<file path="src/sv/ccp_pkg.sv">
// Package for the coefficient compress packer: widths, queue entry type.
// No dependencies; used by the interfaces and every module of the block.
`timescale 1ns / 1ps
package ccp_pkg;

   localparam int COEFF_W         = 14;    // input coefficient, two's complement
   localparam int BYTE_W          = 8;
   localparam int CSR_W           = 2;
   localparam int MODULUS_DEF     = 3329;
   localparam int COEFF_BITS_DEF  = 12;
   localparam int POLY_LENGTH_DEF = 256;
   localparam int COEFF_BITS_MAX  = 13;
   localparam int DROP_MIN        = 2;
   localparam int KEPT_MAX        = COEFF_BITS_MAX - DROP_MIN;  // widest kept value
   localparam int KEPT_CNT_W      = $clog2(KEPT_MAX + 1);
   localparam int RES_W           = 7;     // leftover bits carried between items
   localparam int RES_CNT_W       = 3;
   localparam int ACC_W           = RES_W + KEPT_MAX;
   localparam int TOTAL_W         = $clog2(ACC_W + 1);
   localparam int WIDE_W          = 16;    // working width of the modulus add
   localparam int QUEUE_DEPTH     = 2;

   typedef enum logic [CSR_W-1:0] {
      DROP_SEL_2 = 2'd0,
      DROP_SEL_6 = 2'd1,
      DROP_SEL_8 = 2'd2
   } drop_sel_type;

   typedef struct packed {
      logic [KEPT_MAX-1:0]   kept_val;   // compressed value, LSB first into stream
      logic [KEPT_CNT_W-1:0] kept_cnt;   // number of valid bits in kept_val
      logic                  poly_last;  // last coefficient of the polynomial
   } entry_type;

endpackage

</file>
<file path="src/sv/ccp_if.sv">
// Channel interfaces of the packer: coefficient requests and byte responses.
// Depends on ccp_pkg for the payload widths.
`timescale 1ns / 1ps
interface ccp_req_if;
   import ccp_pkg::*;

   logic                      valid;
   logic                      ready;
   logic signed [COEFF_W-1:0] coeff;

   modport source (output valid, output coeff, input ready);
   modport sink   (input valid, input coeff, output ready);
endinterface

interface ccp_rsp_if;
   import ccp_pkg::*;

   logic              valid;
   logic              ready;
   logic [BYTE_W-1:0] out_byte;
   logic              poly_last;

   modport source (output valid, output out_byte, output poly_last, input ready);
   modport sink   (input valid, input out_byte, input poly_last, output ready);
endinterface

</file>
<file path="src/sv/ccp_front.sv">
// Front end: accepts coefficients, reduces and compresses them, counts the polynomial.
// Depends on ccp_pkg and ccp_req_if; feeds ccp_queue.
`timescale 1ns / 1ps
module ccp_front #(
   parameter int MODULUS     = ccp_pkg::MODULUS_DEF,
   parameter int COEFF_BITS  = ccp_pkg::COEFF_BITS_DEF,
   parameter int POLY_LENGTH = ccp_pkg::POLY_LENGTH_DEF
) (
   input  logic                        clock,
   input  logic                        reset,
   ccp_req_if.sink                     req_chan,
   input  logic                        csr_we,
   input  logic [ccp_pkg::CSR_W-1:0]   csr_wdata,
   input  logic                        q_ready,
   output logic                        q_push,
   output ccp_pkg::entry_type          q_entry
);
   import ccp_pkg::*;

   localparam int IDX_W = $clog2(POLY_LENGTH);

   logic [CSR_W-1:0]      drop_sel_ff, drop_sel_in;
   logic [IDX_W-1:0]      idx_ff, idx_in;
   logic [KEPT_CNT_W-1:0] drop;
   logic [KEPT_CNT_W-1:0] kept;
   logic                  neg;
   logic [WIDE_W-1:0]     sum;
   logic [WIDE_W-1:0]     dec;
   logic [WIDE_W-1:0]     shifted;
   logic [KEPT_MAX-1:0]   mask;
   logic                  last;

   always_comb begin
      unique case (drop_sel_ff)
         DROP_SEL_2: drop = KEPT_CNT_W'(2);
         DROP_SEL_6: drop = KEPT_CNT_W'(6);
         default:    drop = KEPT_CNT_W'(8);
      endcase
   end

   assign kept = KEPT_CNT_W'(COEFF_BITS) - drop;
   assign neg  = req_chan.coeff[COEFF_W-1];
   // sign extend, then fold negatives up by the modulus (mod 2^16)
   assign sum  = WIDE_W'(req_chan.coeff) + (neg ? WIDE_W'(MODULUS) : '0);
   assign dec  = (sum != '0) ? sum - WIDE_W'(1) : sum;
   assign shifted = dec >> drop;
   assign mask = ~({KEPT_MAX{1'b1}} << kept);
   assign last = (idx_ff == IDX_W'(POLY_LENGTH - 1));

   assign req_chan.ready     = q_ready;
   assign q_push             = req_chan.valid && q_ready;
   assign q_entry.kept_val   = shifted[KEPT_MAX-1:0] & mask;
   assign q_entry.kept_cnt   = kept;
   assign q_entry.poly_last  = last;

   always_comb begin
      drop_sel_in = csr_we ? csr_wdata : drop_sel_ff;
      idx_in      = idx_ff;
      if (q_push) begin
         idx_in = last ? '0 : idx_ff + IDX_W'(1);
      end
   end

   always_ff @(posedge clock) begin
      if (reset) begin
         drop_sel_ff <= '0;
         idx_ff      <= '0;
      end else begin
         drop_sel_ff <= drop_sel_in;
         idx_ff      <= idx_in;
      end
   end

endmodule

</file>
<file path="src/sv/ccp_queue.sv">
// Short queue between front end and packer back end.
// Depends on ccp_pkg for the entry type and depth.
`timescale 1ns / 1ps
module ccp_queue (
   input  logic               clock,
   input  logic               reset,
   input  logic               push,
   input  ccp_pkg::entry_type push_entry,
   output logic               push_ready,
   input  logic               pop,
   output logic               pop_valid,
   output ccp_pkg::entry_type pop_entry
);
   import ccp_pkg::*;

   localparam int PTR_W = (QUEUE_DEPTH > 1) ? $clog2(QUEUE_DEPTH) : 1;
   localparam int CNT_W = $clog2(QUEUE_DEPTH + 1);

   entry_type        slot_ff [QUEUE_DEPTH];
   logic [PTR_W-1:0] wr_ptr_ff, wr_ptr_in;
   logic [PTR_W-1:0] rd_ptr_ff, rd_ptr_in;
   logic [CNT_W-1:0] cnt_ff, cnt_in;
   logic             do_pop;

   assign push_ready = (cnt_ff != CNT_W'(QUEUE_DEPTH));
   assign pop_valid  = (cnt_ff != '0);
   assign pop_entry  = slot_ff[rd_ptr_ff];
   assign do_pop     = pop && pop_valid;

   always_comb begin
      wr_ptr_in = wr_ptr_ff;
      rd_ptr_in = rd_ptr_ff;
      cnt_in    = cnt_ff;
      if (push) begin
         wr_ptr_in = (wr_ptr_ff == PTR_W'(QUEUE_DEPTH - 1)) ? '0 : wr_ptr_ff + PTR_W'(1);
      end
      if (do_pop) begin
         rd_ptr_in = (rd_ptr_ff == PTR_W'(QUEUE_DEPTH - 1)) ? '0 : rd_ptr_ff + PTR_W'(1);
      end
      if (push && !do_pop) begin
         cnt_in = cnt_ff + CNT_W'(1);
      end else if (!push && do_pop) begin
         cnt_in = cnt_ff - CNT_W'(1);
      end
   end

   always_ff @(posedge clock) begin
      if (push) begin
         slot_ff[wr_ptr_ff] <= push_entry;
      end
      if (reset) begin
         wr_ptr_ff <= '0;
         rd_ptr_ff <= '0;
         cnt_ff    <= '0;
      end else begin
         wr_ptr_ff <= wr_ptr_in;
         rd_ptr_ff <= rd_ptr_in;
         cnt_ff    <= cnt_in;
      end
   end

endmodule

</file>
<file path="src/sv/ccp_back.sv">
// Back end: appends kept bits to the leftover bits and emits whole bytes.
// Depends on ccp_pkg and ccp_rsp_if; drains ccp_queue.
`timescale 1ns / 1ps
module ccp_back (
   input  logic               clock,
   input  logic               reset,
   input  logic               q_valid,
   input  ccp_pkg::entry_type q_entry,
   output logic               q_pop,
   ccp_rsp_if.source          rsp_chan
);
   import ccp_pkg::*;

   logic [RES_W-1:0]     res_bits_ff, res_bits_in;
   logic [RES_CNT_W-1:0] res_cnt_ff, res_cnt_in;
   logic                 out_valid_ff, out_valid_in;
   logic [BYTE_W-1:0]    out_byte_ff, out_byte_in;
   logic                 out_last_ff, out_last_in;
   logic                 extra_valid_ff, extra_valid_in;
   logic [BYTE_W-1:0]    extra_byte_ff, extra_byte_in;
   logic                 extra_last_ff, extra_last_in;

   logic [ACC_W-1:0]     acc;
   logic [TOTAL_W-1:0]   total;
   logic                 two_bytes;
   logic                 one_byte;
   logic                 slot_free;
   logic [ACC_W-1:0]     acc_rest;

   assign acc = ACC_W'(res_bits_ff) | (ACC_W'(q_entry.kept_val) << res_cnt_ff);
   assign total = TOTAL_W'(res_cnt_ff) + TOTAL_W'(q_entry.kept_cnt);
   assign two_bytes = (total >= TOTAL_W'(2 * BYTE_W));
   assign one_byte  = !two_bytes && (total >= TOTAL_W'(BYTE_W));
   assign acc_rest  = two_bytes ? (acc >> (2 * BYTE_W)) :
                      one_byte  ? (acc >> BYTE_W) : acc;

   // a second byte waits in the extra slot, so nothing new is taken meanwhile
   assign slot_free = !extra_valid_ff && (!out_valid_ff || rsp_chan.ready);
   assign q_pop     = q_valid && slot_free;

   assign rsp_chan.valid     = out_valid_ff;
   assign rsp_chan.out_byte  = out_byte_ff;
   assign rsp_chan.poly_last = out_last_ff;

   always_comb begin
      res_bits_in    = res_bits_ff;
      res_cnt_in     = res_cnt_ff;
      out_valid_in   = out_valid_ff && !rsp_chan.ready;
      out_byte_in    = out_byte_ff;
      out_last_in    = out_last_ff;
      extra_valid_in = extra_valid_ff;
      extra_byte_in  = extra_byte_ff;
      extra_last_in  = extra_last_ff;

      if (q_pop) begin
         res_bits_in = acc_rest[RES_W-1:0];
         res_cnt_in  = total[RES_CNT_W-1:0];
      end

      priority if (extra_valid_ff && (!out_valid_ff || rsp_chan.ready)) begin
         out_valid_in   = 1'b1;
         out_byte_in    = extra_byte_ff;
         out_last_in    = extra_last_ff;
         extra_valid_in = 1'b0;
      end else if (q_pop && (one_byte || two_bytes)) begin
         out_valid_in   = 1'b1;
         out_byte_in    = acc[BYTE_W-1:0];
         out_last_in    = q_entry.poly_last && one_byte;
         extra_valid_in = two_bytes;
         extra_byte_in  = acc[2*BYTE_W-1:BYTE_W];
         extra_last_in  = q_entry.poly_last;
      end else begin
      end
   end

   always_ff @(posedge clock) begin
      out_byte_ff   <= out_byte_in;
      out_last_ff   <= out_last_in;
      extra_byte_ff <= extra_byte_in;
      extra_last_ff <= extra_last_in;
      if (reset) begin
         res_bits_ff    <= '0;
         res_cnt_ff     <= '0;
         out_valid_ff   <= 1'b0;
         extra_valid_ff <= 1'b0;
      end else begin
         res_bits_ff    <= res_bits_in;
         res_cnt_ff     <= res_cnt_in;
         out_valid_ff   <= out_valid_in;
         extra_valid_ff <= extra_valid_in;
      end
   end

endmodule

</file>
<file path="src/sv/coefficient_compress_packer_top.sv">
// Top level of the coefficient compress packer: front end, queue, back end.
// Depends on ccp_pkg, ccp_if, ccp_front, ccp_queue and ccp_back.
//
// Usage:
//   req_chan carries one signed 14-bit coefficient per transaction (valid/ready).
//   rsp_chan carries one packed byte per transaction, with poly_last set on the
//   final byte caused by the last coefficient of a polynomial.
//   csr_we/csr_wdata write drop_select (0: drop 2, 1: drop 6, 2 or 3: drop 8);
//   write it only while the block is idle.
// Timing:
//   A coefficient is compressed in the front end and queued in the same cycle;
//   its first byte then passes the queue slot and the output byte register before
//   it is offered on rsp_chan. One coefficient per cycle is sustained while the
//   receiver keeps ready high and each yields at most one byte; a coefficient
//   yielding two bytes holds the back end until its second byte leaves the
//   extra slot, the output byte register being the limit.
//   A two-entry queue separates the front end from the back end, so when the
//   receiver stalls the front keeps accepting until the queue is full.
// Reset clears drop_select, the leftover bits and the coefficient count.
`timescale 1ns / 1ps
module coefficient_compress_packer_top #(
   parameter int MODULUS     = ccp_pkg::MODULUS_DEF,
   parameter int COEFF_BITS  = ccp_pkg::COEFF_BITS_DEF,
   parameter int POLY_LENGTH = ccp_pkg::POLY_LENGTH_DEF
) (
   input  logic                      clock,
   input  logic                      reset,
   ccp_req_if.sink                   req_chan,
   ccp_rsp_if.source                 rsp_chan,
   input  logic                      csr_we,
   input  logic [ccp_pkg::CSR_W-1:0] csr_wdata
);
   import ccp_pkg::*;

   logic      q_push;
   logic      q_ready;
   entry_type q_push_entry;
   logic      q_pop;
   logic      q_valid;
   entry_type q_pop_entry;

   ccp_front #(
      .MODULUS     (MODULUS),
      .COEFF_BITS  (COEFF_BITS),
      .POLY_LENGTH (POLY_LENGTH)
   ) u_front (
      .clock     (clock),
      .reset     (reset),
      .req_chan  (req_chan),
      .csr_we    (csr_we),
      .csr_wdata (csr_wdata),
      .q_ready   (q_ready),
      .q_push    (q_push),
      .q_entry   (q_push_entry)
   );

   ccp_queue u_queue (
      .clock      (clock),
      .reset      (reset),
      .push       (q_push),
      .push_entry (q_push_entry),
      .push_ready (q_ready),
      .pop        (q_pop),
      .pop_valid  (q_valid),
      .pop_entry  (q_pop_entry)
   );

   ccp_back u_back (
      .clock    (clock),
      .reset    (reset),
      .q_valid  (q_valid),
      .q_entry  (q_pop_entry),
      .q_pop    (q_pop),
      .rsp_chan (rsp_chan)
   );

endmodule

</file>
<file path="src/flat_wrapper.sv">
// flat-port wrapper written by rule: the top's interface ports become plain ports
module coefficient_compress_packer_top_flat import ccp_pkg::*;
#(
   parameter int MODULUS     = ccp_pkg::MODULUS_DEF,
   parameter int COEFF_BITS  = ccp_pkg::COEFF_BITS_DEF,
   parameter int POLY_LENGTH = ccp_pkg::POLY_LENGTH_DEF
)
  (clock, reset, csr_we, csr_wdata, req_chan_valid, req_chan_coeff, req_chan_ready, rsp_chan_valid, rsp_chan_out_byte, rsp_chan_poly_last, rsp_chan_ready);
  ccp_req_if req_chan_i ();
  ccp_rsp_if rsp_chan_i ();
  input  logic clock;
  input  logic reset;
  input  logic csr_we;
  input  logic [ccp_pkg::CSR_W-1:0] csr_wdata;
  input wire logic [$bits(req_chan_i.valid)-1:0] req_chan_valid;
  input wire logic [$bits(req_chan_i.coeff)-1:0] req_chan_coeff;
  output wire logic [$bits(req_chan_i.ready)-1:0] req_chan_ready;
  output wire logic [$bits(rsp_chan_i.valid)-1:0] rsp_chan_valid;
  output wire logic [$bits(rsp_chan_i.out_byte)-1:0] rsp_chan_out_byte;
  output wire logic [$bits(rsp_chan_i.poly_last)-1:0] rsp_chan_poly_last;
  input wire logic [$bits(rsp_chan_i.ready)-1:0] rsp_chan_ready;
  assign req_chan_i.valid = req_chan_valid;
  assign req_chan_i.coeff = req_chan_coeff;
  assign req_chan_ready = req_chan_i.ready;
  assign rsp_chan_valid = rsp_chan_i.valid;
  assign rsp_chan_out_byte = rsp_chan_i.out_byte;
  assign rsp_chan_poly_last = rsp_chan_i.poly_last;
  assign rsp_chan_i.ready = rsp_chan_ready;
  coefficient_compress_packer_top #(.MODULUS(MODULUS), .COEFF_BITS(COEFF_BITS), .POLY_LENGTH(POLY_LENGTH)) u_core (.clock(clock), .reset(reset), .req_chan(req_chan_i), .rsp_chan(rsp_chan_i), .csr_we(csr_we), .csr_wdata(csr_wdata));
endmodule
</file>
<file path="config.mk">
export PLATFORM = sky130hd
export DESIGN_NAME = coefficient_compress_packer_top_flat
export DESIGN_NICKNAME = d
export VERILOG_FILES = /design/src/sv/ccp_pkg.sv /design/src/sv/ccp_if.sv /design/src/sv/ccp_front.sv /design/src/sv/ccp_queue.sv /design/src/sv/ccp_back.sv /design/src/sv/coefficient_compress_packer_top.sv /design/src/flat_wrapper.sv
export SDC_FILE = /design/constraint.sdc
export NUM_CORES = 1
export LEC_CHECK = 0
export CORE_MARGIN = 5
export CORE_UTILIZATION = 55
export DETAILED_ROUTE_END_ITERATION = 12
export DONT_BUFFER_PORTS = 1
export PLACE_DENSITY = 0.79
export SLEW_MARGIN = 20
export SYNTH_ARGS = -nofsm -noshare
export SYNTH_HDL_FRONTEND = slang
export SYNTH_SLANG_ARGS = --single-unit
</file>
<file path="constraint.sdc">
create_clock -name clock -period 3.9 [get_ports clock]
set_clock_uncertainty 0.15 [all_clocks]
set_input_delay 0.39 -clock clock [delete_from_list [all_inputs] [get_ports clock]]
set_output_delay 0.39 -clock clock [all_outputs]
set_load 0.01 [all_outputs]
</file>
Yosys cells after proc, flatten, opt, wreduce, memory -nomap -nowiden
Memories as Yosys holds them, arrays and structs flattened. A register that Yosys moved wholly into a read port is not among the register bits.
Index checks and enable logic that the tools add are counted.
{"block": "totals", "ramBits": 32, "in_bits": 21, "wordCells": 81, "memories": 1, "ff_bits": 44, "out_inout_bits": 11}
{"name": "u_core.u_queue.slot_ff", "words": 2, "width": 16, "rd": 1, "rd_ports_with_merged_regs": 1, "wr": 1, "line_no": "ccp_queue.sv:19", "rtl": "entry_type slot_ff [QUEUE_DEPTH];"}
{"block": "op_classes", "reduce_logical": 26, "n_mux": 20, "bitwise": 4, "magnitude_cmp": 2, "addsub": 9, "n_eq_ne": 3, "shift": 3}
{"cell": "2-to-1 mux 8 bit", "n": 3}
{"cell": "OR 7 x 18 -> 18 bit", "n": 1}
{"cell": "left shift 11 x 3 -> 18 bit", "n": 1}
{"cell": "2-to-1 mux 16 bit", "n": 1}
{"cell": "nonzero test 16 bit", "n": 1}
{"cell": "right shift 16 x 4 -> 11 bit", "n": 1}
{"cell": "subtractor 15 x 2 -> 16 bit, second input constant", "n": 1}
{"cell": "adder 14 x 13 -> 15 bit", "n": 1}
{"cell": "2-to-1 mux 7 bit", "n": 2}
{"cell": "2-to-1 mux 12 bit", "n": 1}
{"cell": "bitwise AND 11 bit", "n": 1}
{"cell": "logical AND 1 bit", "n": 11}
{"cell": "NOT 11 bit", "n": 1}
{"cell": "left shift 11 x 4 -> 11 bit, first input constant", "n": 1}
{"cell": "2-to-1 mux 1 bit", "n": 10}
{"cell": "adder 8 x 1 -> 8 bit, second input constant", "n": 1}
{"cell": "== test 8 bit, second input constant", "n": 1}
{"cell": "case mux 4 bit (2 select lines)", "n": 1}
{"cell": "zero test 1 bit", "n": 6}
{"cell": "nonzero test 2 bit", "n": 3}
{"cell": "adder 3 x 4 -> 5 bit", "n": 1}
{"cell": ">= comparator 5 x 4 -> 1 bit, second input constant", "n": 1}
{"cell": ">= comparator 5 bit, second input constant", "n": 1}
{"cell": "2-to-1 mux 2 bit", "n": 2}
{"cell": "other kinds (11)", "n": 13}

Logic depth before layout (Yosys ltp)
{"block": "depth", "word_depth": 8, "ltp_mapped": 11}

Modules after synthesis
A second synthesis with hierarchy kept.
{"block": "hier_totals", "cells_unflattened": 456, "area_unflattened_um2": 4648.2}
{"mod": "ccp_back", "cells_per_inst": 186, "area_per_inst_um2": 1813.0, "instances": 1}
{"mod": "ccp_front", "cells_per_inst": 198, "area_per_inst_um2": 1472.7, "instances": 1}
{"mod": "ccp_queue", "cells_per_inst": 72, "area_per_inst_um2": 1362.6, "instances": 1}

Worst setup path before layout
OpenSTA, ideal clock, no wires.
{"block": "synth_path", "kind": "input to register", "startpoint": "input port req_chan_coeff[0]", "endpoint": "memory u_core.u_queue.slot_ff[0][8] in the netlist's numbering, data pin", "t_arrival_ps": 2507, "n_path_buf": 1, "t_required_ps": 3480, "path_slack_ps": 973, "setup_time_ps": 270, "stages": 10, "cell_sequence": "ha_1 -> ha_1 -> buf_6 -> nand4_1 -> nor3_4 -> mux2_4 -> a2111oi_1 -> a21oi_1 -> a211oi_2 -> nand3_1"}
{"item": "start, declared", "line_no": "flat_wrapper.sv:16", "rtl": "input wire logic [$bits(req_chan_i.coeff)-1:0] req_chan_coeff;"}
{"item": "end, declared", "line_no": "ccp_queue.sv:19"}

Final worst setup path
{"block": "layout_path", "startpoint": "register u_core.u_back.res_cnt_ff[1]", "endpoint": "register u_core.u_back.out_byte_ff[7], in the netlist u_core.u_back.rsp_chan.out_byte[7], enable pin"}
{"block": "layout_between", "elab_chain_cells": 7}
{"item": "start, declared", "line_no": "ccp_back.sv:15", "rtl": "logic [RES_CNT_W-1:0] res_cnt_ff, res_cnt_in;"}
{"item": "start signal, assigned", "line_no": "ccp_back.sv:88", "rtl": "res_cnt_ff <= res_cnt_in;"}
{"item": "adder 3 x 4 -> 5 bit (*)", "line_no": "ccp_back.sv:31", "rtl": "assign total = TOTAL_W'(res_cnt_ff) + TOTAL_W'(q_entry.kept_cnt);"}
{"item": ">= comparator 5 bit", "line_no": "ccp_back.sv:32", "rtl": "assign two_bytes = (total >= TOTAL_W'(2 * BYTE_W));"}
{"item": "zero test 1 bit", "line_no": "ccp_back.sv:33", "rtl": "assign one_byte = !two_bytes && (total >= TOTAL_W'(BYTE_W));"}
{"item": "logical AND 1 bit", "line_no": "ccp_back.sv:33"}
{"item": "logical OR 1 bit (*)", "line_no": "ccp_back.sv:65", "rtl": "end else if (q_pop && (one_byte || two_bytes)) begin"}
{"item": "logical AND 1 bit (*)", "line_no": "ccp_back.sv:65"}
{"item": "nonzero test 2 bit (no line) (*)"}
{"item": "end signal, assigned", "line_no": "ccp_back.sv:77", "rtl": "out_byte_ff <= out_byte_in;"}
{"item": "end, declared", "line_no": "ccp_back.sv:17", "rtl": "logic [BYTE_W-1:0] out_byte_ff, out_byte_in;"}
Mark *: on every way between the ends. The rest lies on a longest branch, timed or not.
A chain may end at the register's enable or synchronous reset.

==> results.yml <==
status:
  status: "complete, no violations"
global_routing:
  antenna_found_initial: 0
  grt_max_degree: 22
  track_usage_pct: 18.0
  grt_pass1_vias: 3223
  grt_overflow_total: 0
  grt_pass1_wl_um: 14500
power:
  p_leak_uw: 0.00165
  peakVddDrop_mv: 0.264
  p_comb_share_pct: 38.0
  p_int_uw: 1900
  p_seq_share_pct: 42.5
  power_density_nw_per_um2: 656
  switching_share_pct: 37.1
  power_frac_clock_pct: 19.5
  switchingPower_uw: 1120
logic_synthesis:
  syn_area_sq_um: 4330
  netlist.top_cell.by_area: "edfxtp_1"
  ys_seq_area_share_pct: 45.3
  synth_top_area_share_pct: 33.3
  yosys-top-cells-area: "edfxtp_1 33%, dfxtp_1 12%, nor2_1 4.1%"
  async_flop_share_pct: 0
  avgSynthCellArea_sq_um: 10.4
  yosys_most_used_dff: "edfxtp_1"
  yosys_warnings: 0
  synth_edf_count: 48
  synthCells: 417
  yosysUniqueCellTypes: 75
  yosysMostFrequentCell: "edfxtp_1"
  synth_common_cells: "48 x edfxtp_1, 47 x nor2_1, 34 x nand2_1"
  ys_ff_latch: 74
placed_design:
  dp_hpwl_um: 6100
  io_buffers: 0
  gp_congestion: 0.902
clock_tree:
  cts_buffers: 9
  clockBufferDepth: 2
  cts_tree: "yes"
  post_cts_buffers: 0
  clkSlewWorstSetupHoldPaths_ps: 80
  htree_levels: 3
  cts_resized: 0
  clock_sinks: 74
  cts-root-buf: "clkbuf_8"
  clock_latency_ps: 350
  cts_hold_buf: 1
setup_path:
  path_max_fanout: 18
  startpoint: "u_core.u_back.res_cnt_ff[1]"
  r2r-start: "u_core.u_back.res_cnt_ff[1]"
  worstSetupPathType: "reg -> reg"
  endpoint_kind: "register"
  r2r_slack_ps: 910
  crit_required_ps: 3750
  crit_path_start_kind: "register"
  cp.arrival_ps: 2840
floorplan:
  pin_count: 32
  rows: 32
  start_util_pct: 56.3
  die_area_sq_um: 9750
  die_h_um: 98.7
  die_w_um: 98.7
  fp.coreArea_sq_um: 7690
min_path:
  hp-start: "csr_wdata[0]"
  worstHoldPathType: "in -> reg"
sta:
  rsz0062_at_grt: "false"
  timing.final.crit_share_pct: 76.7
  worst_pin_slew_ps: 850
  slew_headroom_pct: 43.1
  setup_viol: 0
  finalSetupTns_ps: 0
  fmax_ghz: 0.334
  hold_violations: 0
  finalMaxSlewViolations: 0
  min_period_ps: 2990
  hold_ws_ps: 47.6
final_layout:
  diodes: 0
  syn_to_final_growth_pct: 6.09
  finalNetCount: 446
  nFillCells: 640
  drive_above_1_share_pct: 12.9
detailed_routing:
  ant_nets: 0
  vias: 3100
  drcViolationCount: 0
  drt_iter0_drc: 177
  wl_per_cell_um: 15.8
  via_per_inst: 5.95
  wirelength_um: 8230
  drt_pre_antenna_iters: 4
job:
  maxCapViolCount: 0
-- logic make-up (layout without fill, tap and decap cells) --
logic type	after synthesis	after routing	share of synthesized area, %
muxes	26	26	7.39
other	1	2	0.0866
and+or+nand+nor	160	160	19.8
xor gates and xnor gates	26	26	5.69
adders and majority gates	11	11	3.35
DFF	74	74	45.3
AOI/OAI and AO/OA	86	86	14.6
buffers and inverters	33	34	3.73
-- placed cells by master, fill, tap and decap left out, types with 4 or more instances in the layout --
| cell type | count |
|---|---|
| edfxtp_1 | 48 |
| nor2_1 | 47 |
| nand2_1 | 34 |
| a21oi_1 | 29 |
| dfxtp_1 | 26 |
| mux2i_1 | 17 |
| xnor2_1 | 13 |
| o21ai_0 | 12 |
| xor2_1 | 12 |
| inv_1 | 11 |
| nand4_1 | 11 |
| a211oi_1 | 10 |
| ha_1 | 10 |
| clkbuf_8 | 10 |
| nand3_1 | 9 |
| and3_1 | 8 |
| nor3_1 | 8 |
| and2_1 | 7 |
| nor2b_1 | 7 |
| nand2b_1 | 6 |
| a22oi_1 | 6 |
| o211ai_1 | 5 |
| mux4_2 | 4 |
| mux2_2 | 4 |
| buf_4 | 4 |
-- area by class of cell --
| cell class | instances | area, sq um | area share, % |
|---|---|---|---|
| clock inverter | 5 | 42.5 | 0.926 |
| inverter | 13 | 48.8 | 1.06 |
| timing repair buffer | 5 | 40.0 | 0.871 |
| sequential | 74 | 1960 | 42.7 |
| clock buffer | 11 | 163 | 3.54 |
| tap | 102 | 128 | 2.78 |
| multi-input combinational | 311 | 2210 | 48.1 |
-- registers in the layout (all words and copies together), names as in the netlist, named ones only --
signal and flops:
u_core.u_back.extra_valid_ff 1, u_core.u_front.drop_sel_ff 2, u_core.u_back.res_cnt_ff 2, u_core.u_queue.wr_ptr_ff 1
u_core.u_queue.cnt_ff 2, u_core.u_back.extra_byte_ff 8, u_core.u_front.idx_ff 8, u_core.u_queue.rd_ptr_ff 1
u_core.u_back.rsp_chan.out_byte 8, u_core.u_queue.slot_ff 30, u_core.u_back.rsp_chan.valid 1, u_core.u_back.res_bits_ff 7
u_core.u_back.rsp_chan.poly_last 1, u_core.u_back.extra_last_ff 1
-- layer usage --
metal  part of all wire (%)  global-route usage (%)
met1                     43                    21.0
met2                     50                    31.4
met3                    5.2                    4.95
met4                    2.0                    7.04
met5                      0                       0
-- worst max-delay path, cell delays in order (launching register included) --
cell and delay, ps:
dfxtp_1 750, ha_1 280, inv_1 60, fa_1 410, xor2_1 180, buf_4 180
o21ai_0 310, nand2_1 320
-- stage by stage --
step | setup WS [ps] | cells | total power, uW | util [%] | instance area, sq um
finish | 907 | 521 | 3010 | 59.8 | 4600
floorplan | 973 | 418 | 2180 | - | 4340
global placement | 748 | 504 | 2380 | 57.0 | 4380
CTS | 911 | 521 | 3030 | 59.8 | 4600
global route | 739 | 521 | 3230 | 59.8 | 4600
detailed placement | 685 | 504 | 2430 | 57.0 | 4380
-- power by group through the flow --
| stage | Clock [uW] | Sequential, uW | Combinational [uW] |
|---|---|---|---|
| 6_report | 587 | 1280 | 1140 |
| 3_5_place_dp | 0 | 1300 | 1130 |
| 2_1_floorplan | 0 | 1260 | 925 |
| 4_1_cts | 601 | 1290 | 1140 |
| 5_1_grt | 629 | 1310 | 1290 |
| 3_3_place_gp | 0 | 1290 | 1090 |
-- final timing paths --
check | endpoint | depth (start not counted)
max | u_core.u_back.rsp_chan.out_byte[7] | 7
min | u_core.u_front.drop_sel_ff[0] | 2
min reg2reg | u_core.u_back.res_bits_ff[2] | 2
max reg2reg | u_core.u_back.rsp_chan.out_byte[7] | 7
Power figures use the tool's default switching activity.
